`src/cab_blit_pkg.sv`:
```
// Shared types and constants for the clipped alpha blend blitter.
// No dependencies; imported by the top level.
`default_nettype none

package cab_blit_pkg;

    localparam int MAX_ICON_SIDE = 64;
    localparam int COORD_BITS    = 12;

    localparam int CNT_BITS   = $clog2(MAX_ICON_SIDE);
    localparam int SIDE_BITS  = 7;
    localparam int POS_BITS   = 13;
    localparam int XY_BITS    = 12;
    localparam int CFG_DATA_BITS  = 13;
    localparam int CFG_INDEX_BITS = 3;
    localparam int FRAME_TOP  = 1 << COORD_BITS;

    // register indexes
    localparam logic [CFG_INDEX_BITS-1:0] CFG_ORIGIN_X     = 3'd0;
    localparam logic [CFG_INDEX_BITS-1:0] CFG_ORIGIN_Y     = 3'd1;
    localparam logic [CFG_INDEX_BITS-1:0] CFG_ICON_SIDE    = 3'd2;
    localparam logic [CFG_INDEX_BITS-1:0] CFG_FRAME_WIDTH  = 3'd3;
    localparam logic [CFG_INDEX_BITS-1:0] CFG_FRAME_HEIGHT = 3'd4;

    localparam logic [SIDE_BITS-1:0] ICON_SIDE_RESET    = 7'd32;
    localparam logic [POS_BITS-1:0]  FRAME_WIDTH_RESET  = 13'd1024;
    localparam logic [POS_BITS-1:0]  FRAME_HEIGHT_RESET = 13'd768;

    localparam logic [7:0] ALPHA_OPAQUE = 8'hFF;

    typedef struct packed {
        logic [31:0] source_pixel;
        logic [23:0] dest_pixel;
    } in_item_t;

    typedef struct packed {
        logic               write_enable;
        logic [XY_BITS-1:0] pixel_x;
        logic [XY_BITS-1:0] pixel_y;
        logic [23:0]        color;
        logic               last_pixel;
    } out_item_t;

endpackage

`default_nettype wire

```
`src/clipped_alpha_blend_blitter.sv`:
```
// Pipeline: an accepted item is offered on the output once it has passed both
// registers (two-register pipeline: input register, result register).
// Throughput: one item per cycle while the output is not stalled; stalls back up through both registers.
// Reset: config registers to defaults, icon counters to zero, pipeline empty.
// Top level of the clipped alpha blend blitter; uses cab_blit_pkg.
`default_nettype none

module clipped_alpha_blend_blitter (
    input  wire logic                                   clk,
    input  wire logic                                   rst_n,
    input  wire logic                                   in_valid,
    output logic                                        in_stall,
    input  wire cab_blit_pkg::in_item_t                 in_data,
    output logic                                        out_valid,
    input  wire logic                                   out_stall,
    output cab_blit_pkg::out_item_t                     out_data,
    input  wire logic                                   cfg_write,
    input  wire logic [cab_blit_pkg::CFG_INDEX_BITS-1:0] cfg_index,
    input  wire logic [cab_blit_pkg::CFG_DATA_BITS-1:0]  cfg_data
);
    import cab_blit_pkg::*;

    localparam int CMP_BITS = (CNT_BITS + 1 > SIDE_BITS) ? CNT_BITS + 1 : SIDE_BITS;

    // (s*a + d*(255-a)) / 255, division done as (x + (x>>8) + 1) >> 8
    function automatic logic [7:0] blend_ch(input logic [7:0] s, input logic [7:0] d,
                                            input logic [7:0] a);
        logic [15:0] num;
        logic [16:0] t;
        num = ({8'd0, s} * {8'd0, a}) + ({8'd0, d} * {8'd0, ~a});
        t   = {1'b0, num} + {9'd0, num[15:8]} + 17'd1;
        return t[15:8];
    endfunction

    // configuration
    logic [POS_BITS-1:0]  origin_x_reg, origin_y_reg;
    logic [SIDE_BITS-1:0] icon_side_reg;
    logic [POS_BITS-1:0]  frame_width_reg, frame_height_reg;

    // icon counters
    logic [CNT_BITS-1:0] col_reg, col_next;
    logic [CNT_BITS-1:0] row_reg, row_next;

    // stage 1: input register
    logic                s1_valid_reg, s1_valid_next;
    in_item_t            s1_data_reg;
    logic [CNT_BITS-1:0] s1_col_reg, s1_row_reg;
    logic                s1_last_reg;

    // stage 2: result register
    logic                s2_valid_reg, s2_valid_next;
    out_item_t           s2_data_reg, s2_data_next;

    logic                in_accept, s2_ready, s1_advance;
    logic [SIDE_BITS-1:0] side_eff;
    logic [CMP_BITS-1:0] col_inc, row_inc, side_cmp;
    logic                end_col, end_row;
    logic [POS_BITS-1:0] fw_lim, fh_lim;
    logic [POS_BITS:0]   px, py;
    logic                in_frame, we;
    logic [7:0]          alpha;
    logic [23:0]         color;

    assign s2_ready   = !s2_valid_reg || !out_stall;
    assign s1_advance = s1_valid_reg && s2_ready;
    assign in_stall   = s1_valid_reg && !s2_ready;
    assign in_accept  = in_valid && !in_stall;
    assign out_valid  = s2_valid_reg;
    assign out_data   = s2_data_reg;

    // effective side and counter wrap
    always_comb
    begin
        if (icon_side_reg == '0)
            side_eff = SIDE_BITS'(1);
        else if (int'(icon_side_reg) > MAX_ICON_SIDE)
            side_eff = SIDE_BITS'(MAX_ICON_SIDE);
        else
            side_eff = icon_side_reg;
        col_inc  = CMP_BITS'(col_reg) + CMP_BITS'(1);
        row_inc  = CMP_BITS'(row_reg) + CMP_BITS'(1);
        side_cmp = CMP_BITS'(side_eff);
        end_col  = col_inc >= side_cmp;
        end_row  = row_inc >= side_cmp;

        col_next = col_reg;
        row_next = row_reg;
        if (in_accept)
        begin
            if (end_col)
            begin
                col_next = '0;
                row_next = end_row ? '0 : row_inc[CNT_BITS-1:0];
            end
            else
            begin
                col_next = col_inc[CNT_BITS-1:0];
            end
        end
    end

    // clip and blend on the stage 1 item
    always_comb
    begin
        fw_lim = (int'(frame_width_reg) > FRAME_TOP) ? POS_BITS'(FRAME_TOP) : frame_width_reg;
        fh_lim = (int'(frame_height_reg) > FRAME_TOP) ? POS_BITS'(FRAME_TOP) : frame_height_reg;
        px = {origin_x_reg[POS_BITS-1], origin_x_reg} + (POS_BITS+1)'(s1_col_reg);
        py = {origin_y_reg[POS_BITS-1], origin_y_reg} + (POS_BITS+1)'(s1_row_reg);
        in_frame = !px[POS_BITS] && !py[POS_BITS] &&
                   (px[POS_BITS-1:0] < fw_lim) && (py[POS_BITS-1:0] < fh_lim);
        alpha = s1_data_reg.source_pixel[31:24];
        we    = in_frame && (alpha != 8'd0);

        if (!we)
            color = '0;
        else if (alpha == ALPHA_OPAQUE)
            color = s1_data_reg.source_pixel[23:0];
        else
            color = {blend_ch(s1_data_reg.source_pixel[23:16],
                              s1_data_reg.dest_pixel[23:16], alpha),
                     blend_ch(s1_data_reg.source_pixel[15:8],
                              s1_data_reg.dest_pixel[15:8], alpha),
                     blend_ch(s1_data_reg.source_pixel[7:0],
                              s1_data_reg.dest_pixel[7:0], alpha)};

        s2_data_next.write_enable = we;
        s2_data_next.pixel_x      = we ? px[XY_BITS-1:0] : '0;
        s2_data_next.pixel_y      = we ? py[XY_BITS-1:0] : '0;
        s2_data_next.color        = color;
        s2_data_next.last_pixel   = s1_last_reg;
    end

    always_comb
    begin
        s1_valid_next = s1_valid_reg;
        if (in_accept)
            s1_valid_next = 1'b1;
        else if (s1_advance)
            s1_valid_next = 1'b0;
        s2_valid_next = s2_ready ? s1_valid_reg : s2_valid_reg;
    end

    always_ff @(posedge clk or negedge rst_n)
    begin
        if (!rst_n)
        begin
            origin_x_reg     <= '0;
            origin_y_reg     <= '0;
            icon_side_reg    <= ICON_SIDE_RESET;
            frame_width_reg  <= FRAME_WIDTH_RESET;
            frame_height_reg <= FRAME_HEIGHT_RESET;
        end
        else if (cfg_write)
        begin
            unique case (cfg_index)
                CFG_ORIGIN_X:     origin_x_reg     <= cfg_data;
                CFG_ORIGIN_Y:     origin_y_reg     <= cfg_data;
                CFG_ICON_SIDE:    icon_side_reg    <= cfg_data[SIDE_BITS-1:0];
                CFG_FRAME_WIDTH:  frame_width_reg  <= cfg_data;
                CFG_FRAME_HEIGHT: frame_height_reg <= cfg_data;
                default:          ;
            endcase
        end
    end

    always_ff @(posedge clk or negedge rst_n)
    begin
        if (!rst_n)
        begin
            col_reg      <= '0;
            row_reg      <= '0;
            s1_valid_reg <= 1'b0;
            s2_valid_reg <= 1'b0;
        end
        else
        begin
            col_reg      <= col_next;
            row_reg      <= row_next;
            s1_valid_reg <= s1_valid_next;
            s2_valid_reg <= s2_valid_next;
        end
    end

    always_ff @(posedge clk)
    begin
        if (in_accept)
        begin
            s1_data_reg <= in_data;
            s1_col_reg  <= col_reg;
            s1_row_reg  <= row_reg;
            s1_last_reg <= end_col && end_row;
        end
        if (s1_advance)
            s2_data_reg <= s2_data_next;
    end

    // a skipped pixel carries no position or color
    assert property (@(posedge clk) disable iff (!rst_n)
        (out_valid && !out_data.write_enable) |->
            (out_data.pixel_x == '0 && out_data.pixel_y == '0 && out_data.color == '0))
        else $error("skipped pixel with nonzero payload");

    // the last pixel of the icon returns both counters to the start
    assert property (@(posedge clk) disable iff (!rst_n)
        (in_accept && end_col && end_row) |=> (col_reg == '0 && row_reg == '0))
        else $error("counters not cleared after last pixel");

    // input stalls only when both registers are full and the output is held
    assert property (@(posedge clk) disable iff (!rst_n)
        in_stall |-> (s1_valid_reg && s2_valid_reg && out_stall))
        else $error("input stalled with room in pipeline");

    // an item moving out of stage 1 shows up on the output next cycle
    assert property (@(posedge clk) disable iff (!rst_n)
        s1_advance |=> out_valid)
        else $error("item lost between stages");

endmodule

`default_nettype wire

```
`config.mk`:
```
export PLATFORM = sky130hd
export DESIGN_NAME = clipped_alpha_blend_blitter
export DESIGN_NICKNAME = d
export VERILOG_FILES = /design/src/cab_blit_pkg.sv /design/src/clipped_alpha_blend_blitter.sv
export SDC_FILE = /design/constraint.sdc
export NUM_CORES = 1
export LEC_CHECK = 0
export BUFFER_PORTS_ARGS = -buffer_cell sky130_fd_sc_hd__buf_2
export CORE_ASPECT_RATIO = 0.75
export CORE_MARGIN = 3
export CORE_UTILIZATION = 56
export DETAILED_ROUTE_END_ITERATION = 10
export PLACE_DENSITY = 0.74
export SETUP_SLACK_MARGIN = 0.5
export SYNTH_ARGS = -nofsm -noshare
export SYNTH_HDL_FRONTEND = slang
export SYNTH_SLANG_ARGS = --single-unit
```
`constraint.sdc`:
```
create_clock -name clk -period 8.8 [get_ports clk]
set_input_delay 0.88 -clock clk [delete_from_list [all_inputs] [get_ports clk]]
set_output_delay 0.88 -clock clk [all_outputs]
set_load 0.02 [all_outputs]
```
### Word-level counts from Yosys, hierarchy flattened

Cells that the tools add are included.

* latch bits: 0
* memory bits (writable): 0
* bits of input ports: 77
* output and inout port bits: 52
* memories: 0
* ROM bits: 0
* register bits: 192

* mux-type cells: 9
* $lt $le $gt $ge: 7
* $add $sub $neg: 13
* bitwise gates (word level): 1
* reductions and logical operators: 25
* multiply operators: 6
* equality and inequality tests: 5
* shift operators: 0
* div/mod/pow operators: 0

Operator list (number)
* $mul A8 B8 Y16: 6
* $add A16 B1 Y16 const B: 3
* $add A16 B16 Y16: 3
* $add A16 B8 Y16: 3
* $add A13 B7 Y14: 2
* $gt A13 B13 Y1 const B: 2
* $lt A13 B13 Y1: 2
* $mux W13: 2
* $mux W24: 1
* $add A6 B1 Y7 const B: 2
* $ge A7 B7 Y1: 2
* $mux W7: 2
* $mux W6: 2
* $reduce_and A2 Y1: 6
* $eq A8 B8 Y1 const B: 1
* $logic_and A1 B1 Y1: 8
* $not A8 Y8: 1
* $reduce_bool A8 Y1: 1
* $gt A7 B7 Y1 const B: 1
* $logic_not A7 Y1: 1
* $eq A3 B2 Y1 const B: 2
* $logic_not A1 Y1: 6
* $eq A3 B1 Y1 const B: 1
* $eq A3 B3 Y1 const B: 1
* other kinds (4): 5

### Logic depth before layout (Yosys ltp)

* depth in word-level cells: 7
* gate-level depth with buffers: 31
* depth with buffers taken out: 29

### Worst setup path after synthesis

No wires, ideal clock.

* path type: flip-flop to flip-flop
* from: register s1_data_reg, in the netlist alpha[1]
* to: register s2_data_reg, in the netlist out_data[23] (data pin)
* arrival time: 7.281 ns
* path buffers: 2
* path slack: 1.264 ns
* cell stages (with the launch flop): 28
* required time: 8.546 ns
* path through: edfxtp_1 > clkbuf_1 > clkbuf_1 > nand2_1 > fa_1 > fa_1 > inv_1 > fa_1 > fa_1 > fa_1 > inv_1 > fa_1 > inv_1 > ha_1 > o21ai_0 > nand2b_1 > a21boi_0 > a21oi_1 > xnor2_1 > ha_1 > a21o_1 > a21o_1 > a22oi_1 > a21oi_1 > a211oi_1 > nor2_1 > xnor2_1 > o21a_1

* cells in the longest elaborated chain, start to end: 6

Ends and longest elaborated chain
* start: declaration: line clipped_alpha_blend_blitter.sv:46 `in_item_t s1_data_reg;`
* start signal: assignment: line clipped_alpha_blend_blitter.sv:188 `s1_data_reg <= in_data;`
* $not A8 Y8: line clipped_alpha_blend_blitter.sv:30 `num = ({8'd0, s} * {8'd0, a}) + ({8'd0, d} * {8'd0, ~a});`
* $mul A8 B8 Y16: line clipped_alpha_blend_blitter.sv:30
* $add A16 B16 Y16: line clipped_alpha_blend_blitter.sv:30
* $add A16 B8 Y16: line clipped_alpha_blend_blitter.sv:31 `t = {1'b0, num} + {9'd0, num[15:8]} + 17'd1;`
* $add A16 B1 Y16: line clipped_alpha_blend_blitter.sv:31
* $mux W24: line clipped_alpha_blend_blitter.sv:116 `else if (alpha == ALPHA_OPAQUE)`
* end signal: assignment: line clipped_alpha_blend_blitter.sv:194 `s2_data_reg <= s2_data_next;`
* end: declaration: line clipped_alpha_blend_blitter.sv:52 `out_item_t s2_data_reg, s2_data_next;`

Parallel ways exist; a longest one is shown, timed or not.
A chain may end at the register's enable or synchronous reset.

### Final worst setup path

* from: register s1_data_reg, in the netlist alpha[5]
* to: register s2_data_reg, in the netlist out_data[23] (data pin)

Same word-level chain as after synthesis.

==> results.txt <==
- Status: finished clean
* Mapped cell area: between 20000 and 25000 sq um
* Row count: 63
- For the pin with the worst max-slew slack, the measured transition is 1190 ps.
* DR vias/cell: 5.61
* Minimum setup slack among reg-to-reg paths: around 870 ps
- The total overflow left after global routing is 0.
* Maximum fanout encountered on the critical timing path: 11
* Depth of the CTS H-tree: 4
- Setup violation total in the final timing report: 0
- Number of maximum-capacitance constraint violations: 0
- Depth of the worst register-to-register path: 28
- From bottom edge to top edge, the die measures 182 um.
- On the worst path, the slowest cell contributes a delay of 580 ps.
* Vias post-DR: around 17000
* # port buffers: 128
- Number of buffers on the longest clock path: 2
- Commonest non-fill, non-tap cell in the layout: inv_1
* Final period util: between 90% and 100%
- Summed over all nets, the half-perimeter wirelength after detailed placement is 44100 um.
* Sum Neg Setup Slack: 0 ps
- Flip-flop count of the largest register after layout: 50
- STA classifies the critical path startpoint as a register.
- roughly 130 I/O pins were placed.
- Clock buffers created by TritonCTS: 17
- After detailed routing, the total wire length is 57300 um.
- STA puts the critical path data required time at 9030 ps.
- The post-route netlist has around an eighth of its cells at a drive strength greater than 1.
- The finished cells cover ~25000 sq um.
* Critical path capture point type: register
- Core Footprint: a little over 40000 sq um
- Setup repair after global routing missed its margin: no
* Starting density of the core: between 50% and 60%
- Once detail routing completed, the nets flagged for antenna violations numbered 0.
* Total Die Area: between 40000 and 50000 sq um
* Layout Skew: between 15 and 20 ps
- Arrival time worst endpoint: 8160 ps
- Hold timing on the final database bottoms out at a slack of 431 ps.
- DRC viols: 0
* Area Growth Syn to Fin: 8.82%
- Highest Clock Rate: 0.126 GHz
- Synthesis-stage register bit count: between 150 and 200
- Number of distinct library cells after synthesis: 68
- Clock sink count: approximately 190
- Along the worst hold path, the cell count comes to 0.
- Worst hold start: s1_last_reg$_DFFE_PP_
* Number of enable-type register cells in the synthesized netlist: about 120
- After detailed placement, the total cell area comes to between 20000 and 25000 sq um.
- Global-route wire length before repair: about 93000 um
- Before antenna repair, the detailed router went through 5 iterations.
- Slew Limit Headroom: 20.4%
- In this run the mean area of a mapped cell was about 10 sq um.
- Via count of the first global-routing pass: between 15000 and 20000
* Path type of the worst min-delay path: register to register
* Endpoint of the worst register-to-register path: out_data[23]$_SDFFCE_PN0P_
- Leading cell types in the layout, fill and taps excluded: inv_1 (449), fa_1 (290), ha_1 (257)
- Hold violation count in the final report: 0
- From left edge to right edge, the die measures approximately 240 um.
- Violation count after the first detailed-routing iteration: roughly 1300
- In the synthesized netlist the async set-or-reset flop fraction comes to between 30% and 40%.
- The max-slew violation count came to 0.
- Number of warnings reported in the yosys synthesis log: 0
- Clock tree from TritonCTS: yes
- Slowest cell on crit path: a211oi_1
- Entering global routing, the biggest net connects between 70 and 80 pins.
* Reg-to-Reg Start: alpha[5]$_DFFE_PP_
* Commonest register cell after synthesis: edfxtp_1
- Global routing consumed, over all layers together, ~27% of the routing resources.
* Initial antenna violation count: 6
* Root Buffer: clkbuf_16
- Synthesized instance count: around 2300
* Routed wirelength normalized by instance count: approximately 19 um
- Routability-driven placement finished with a final weighted congestion of roughly 0.90.
- The path with the worst hold slack has its endpoint at out_data[0]$_DFFE_PP_.
- The net count of the finished layout is between 3000 and 4000.
* Register area share after synthesis: around a quarter
* Clk slew on worst S/H paths: ~80 ps
- Most repeated library cell on the critical path: fa_1
* Final Critical Period: between 7000 and 8000 ps
- By startpoint and endpoint, the worst setup path is classified as register to register.
- Clock latency on the worst-skew pair, taken at its later pin, is roughly 470 ps.
- For this design, the CTS-stage hold fixing added 0 buffers.
==> per-layer routing <==
metal,global-route usage [%],routed length (um)
met5,0,11
met4,7.86,1600
met3,5.27,3960
met2,42.3,26000
met1,38.6,25700
==> layout make-up <==
type,count,area [sq um]
well taps,520,651
flip-flops and latches,192,5410
clock buffers,20,468
inverters,450,1690
multi-input cells,1621,15900
diodes,3,7.51
repair buffers,173,1010
clock inverters,12,113
fillers,3268,15000
==> through the flow <==
step / util [%] / setup WS [ps] / std cells
detailed placement: 60.9 / 590 / 2938
floorplan: - / 1260 / 2331
finish: 62.8 / 865 / 2991
CTS: 62.4 / 564 / 2970
global route: 62.8 / 553 / 2991
global placement: 60.9 / 660 / 2938
==> worst max-delay path, delay by kind of cell (launching register included) <==
family	cells	cell delay (ps)
AOI/OAI and AO/OA	9	2150
and+or+nand+nor	3	470
adders and majority gates	8	3560
xor gates and xnor gates	2	300
buffers and inverters	6	710
DFF	1	510
==> synth_stat cells, types with 5 or more instances <==
cell type / number / area, sq um
a211oi_1: 17 / 128
a21bo_2: 5 / 50.1
a21boi_0: 7 / 52.6
a21o_1: 42 / 315
a21oi_1: 43 / 215
a311oi_1: 6 / 52.6
a31o_2: 5 / 43.8
a31oi_1: 6 / 37.5
and2_1: 142 / 888
and3_1: 7 / 43.8
buf_1: 10 / 37.5
clkbuf_1: 56 / 210
dfrtp_1: 69 / 1730
edfxtp_1: 119 / 3570
fa_1: 290 / 5810
ha_1: 257 / 3220
inv_1: 450 / 1690
mux2_2: 60 / 676
nand2_1: 159 / 597
nand2b_1: 85 / 532
nand3_1: 26 / 130
nand4_1: 17 / 106
nor2_1: 63 / 236
nor2b_1: 126 / 788
nor3_1: 18 / 90.1
nor4_1: 5 / 31.3
o211ai_1: 9 / 67.6
o21a_1: 8 / 60.1
o21ai_0: 45 / 225
o21bai_1: 8 / 60.1
or3_1: 9 / 56.3
xnor2_1: 67 / 587
xor2_1: 21 / 184
==> cells by family after synthesis <==
kind of cell	synth area share, %
compound gates	7.11
simple gates	15.9
flops	23.3
xor+xnor	3.32
fa+ha+maj	38.9
buf+inv	8.39
other cells	0.0162
mux	3.04
==> worst max path at each step <==
stage                       startpoint                          to  slack, ps  cells after the start
floorplan           alpha[1]$_DFFE_PP_  out_data[23]$_SDFFCE_PN0P_       1260                     27
global placement    alpha[1]$_DFFE_PP_   out_data[1]$_SDFFCE_PN0P_        660                     24
detailed placement  alpha[1]$_DFFE_PP_   out_data[1]$_SDFFCE_PN0P_        590                     24
CTS                 alpha[1]$_DFFE_PP_   out_data[2]$_SDFFCE_PN0P_        560                     24
global route        alpha[2]$_DFFE_PP_  out_data[10]$_SDFFCE_PN0P_        550                     28
finish              alpha[5]$_DFFE_PP_  out_data[23]$_SDFFCE_PN0P_        870                     28
==> what timing repair did <==
action                                  4_1_cts  5_1_grt
endpoints found under the setup margin        0       24
hold endpoints to repair                      0        0
resized for setup                             0        4
buffers inserted                              0       18
Power is not shown: default switching activity piles up to over one toggle a cycle in this logic, so the estimate is an artifact.
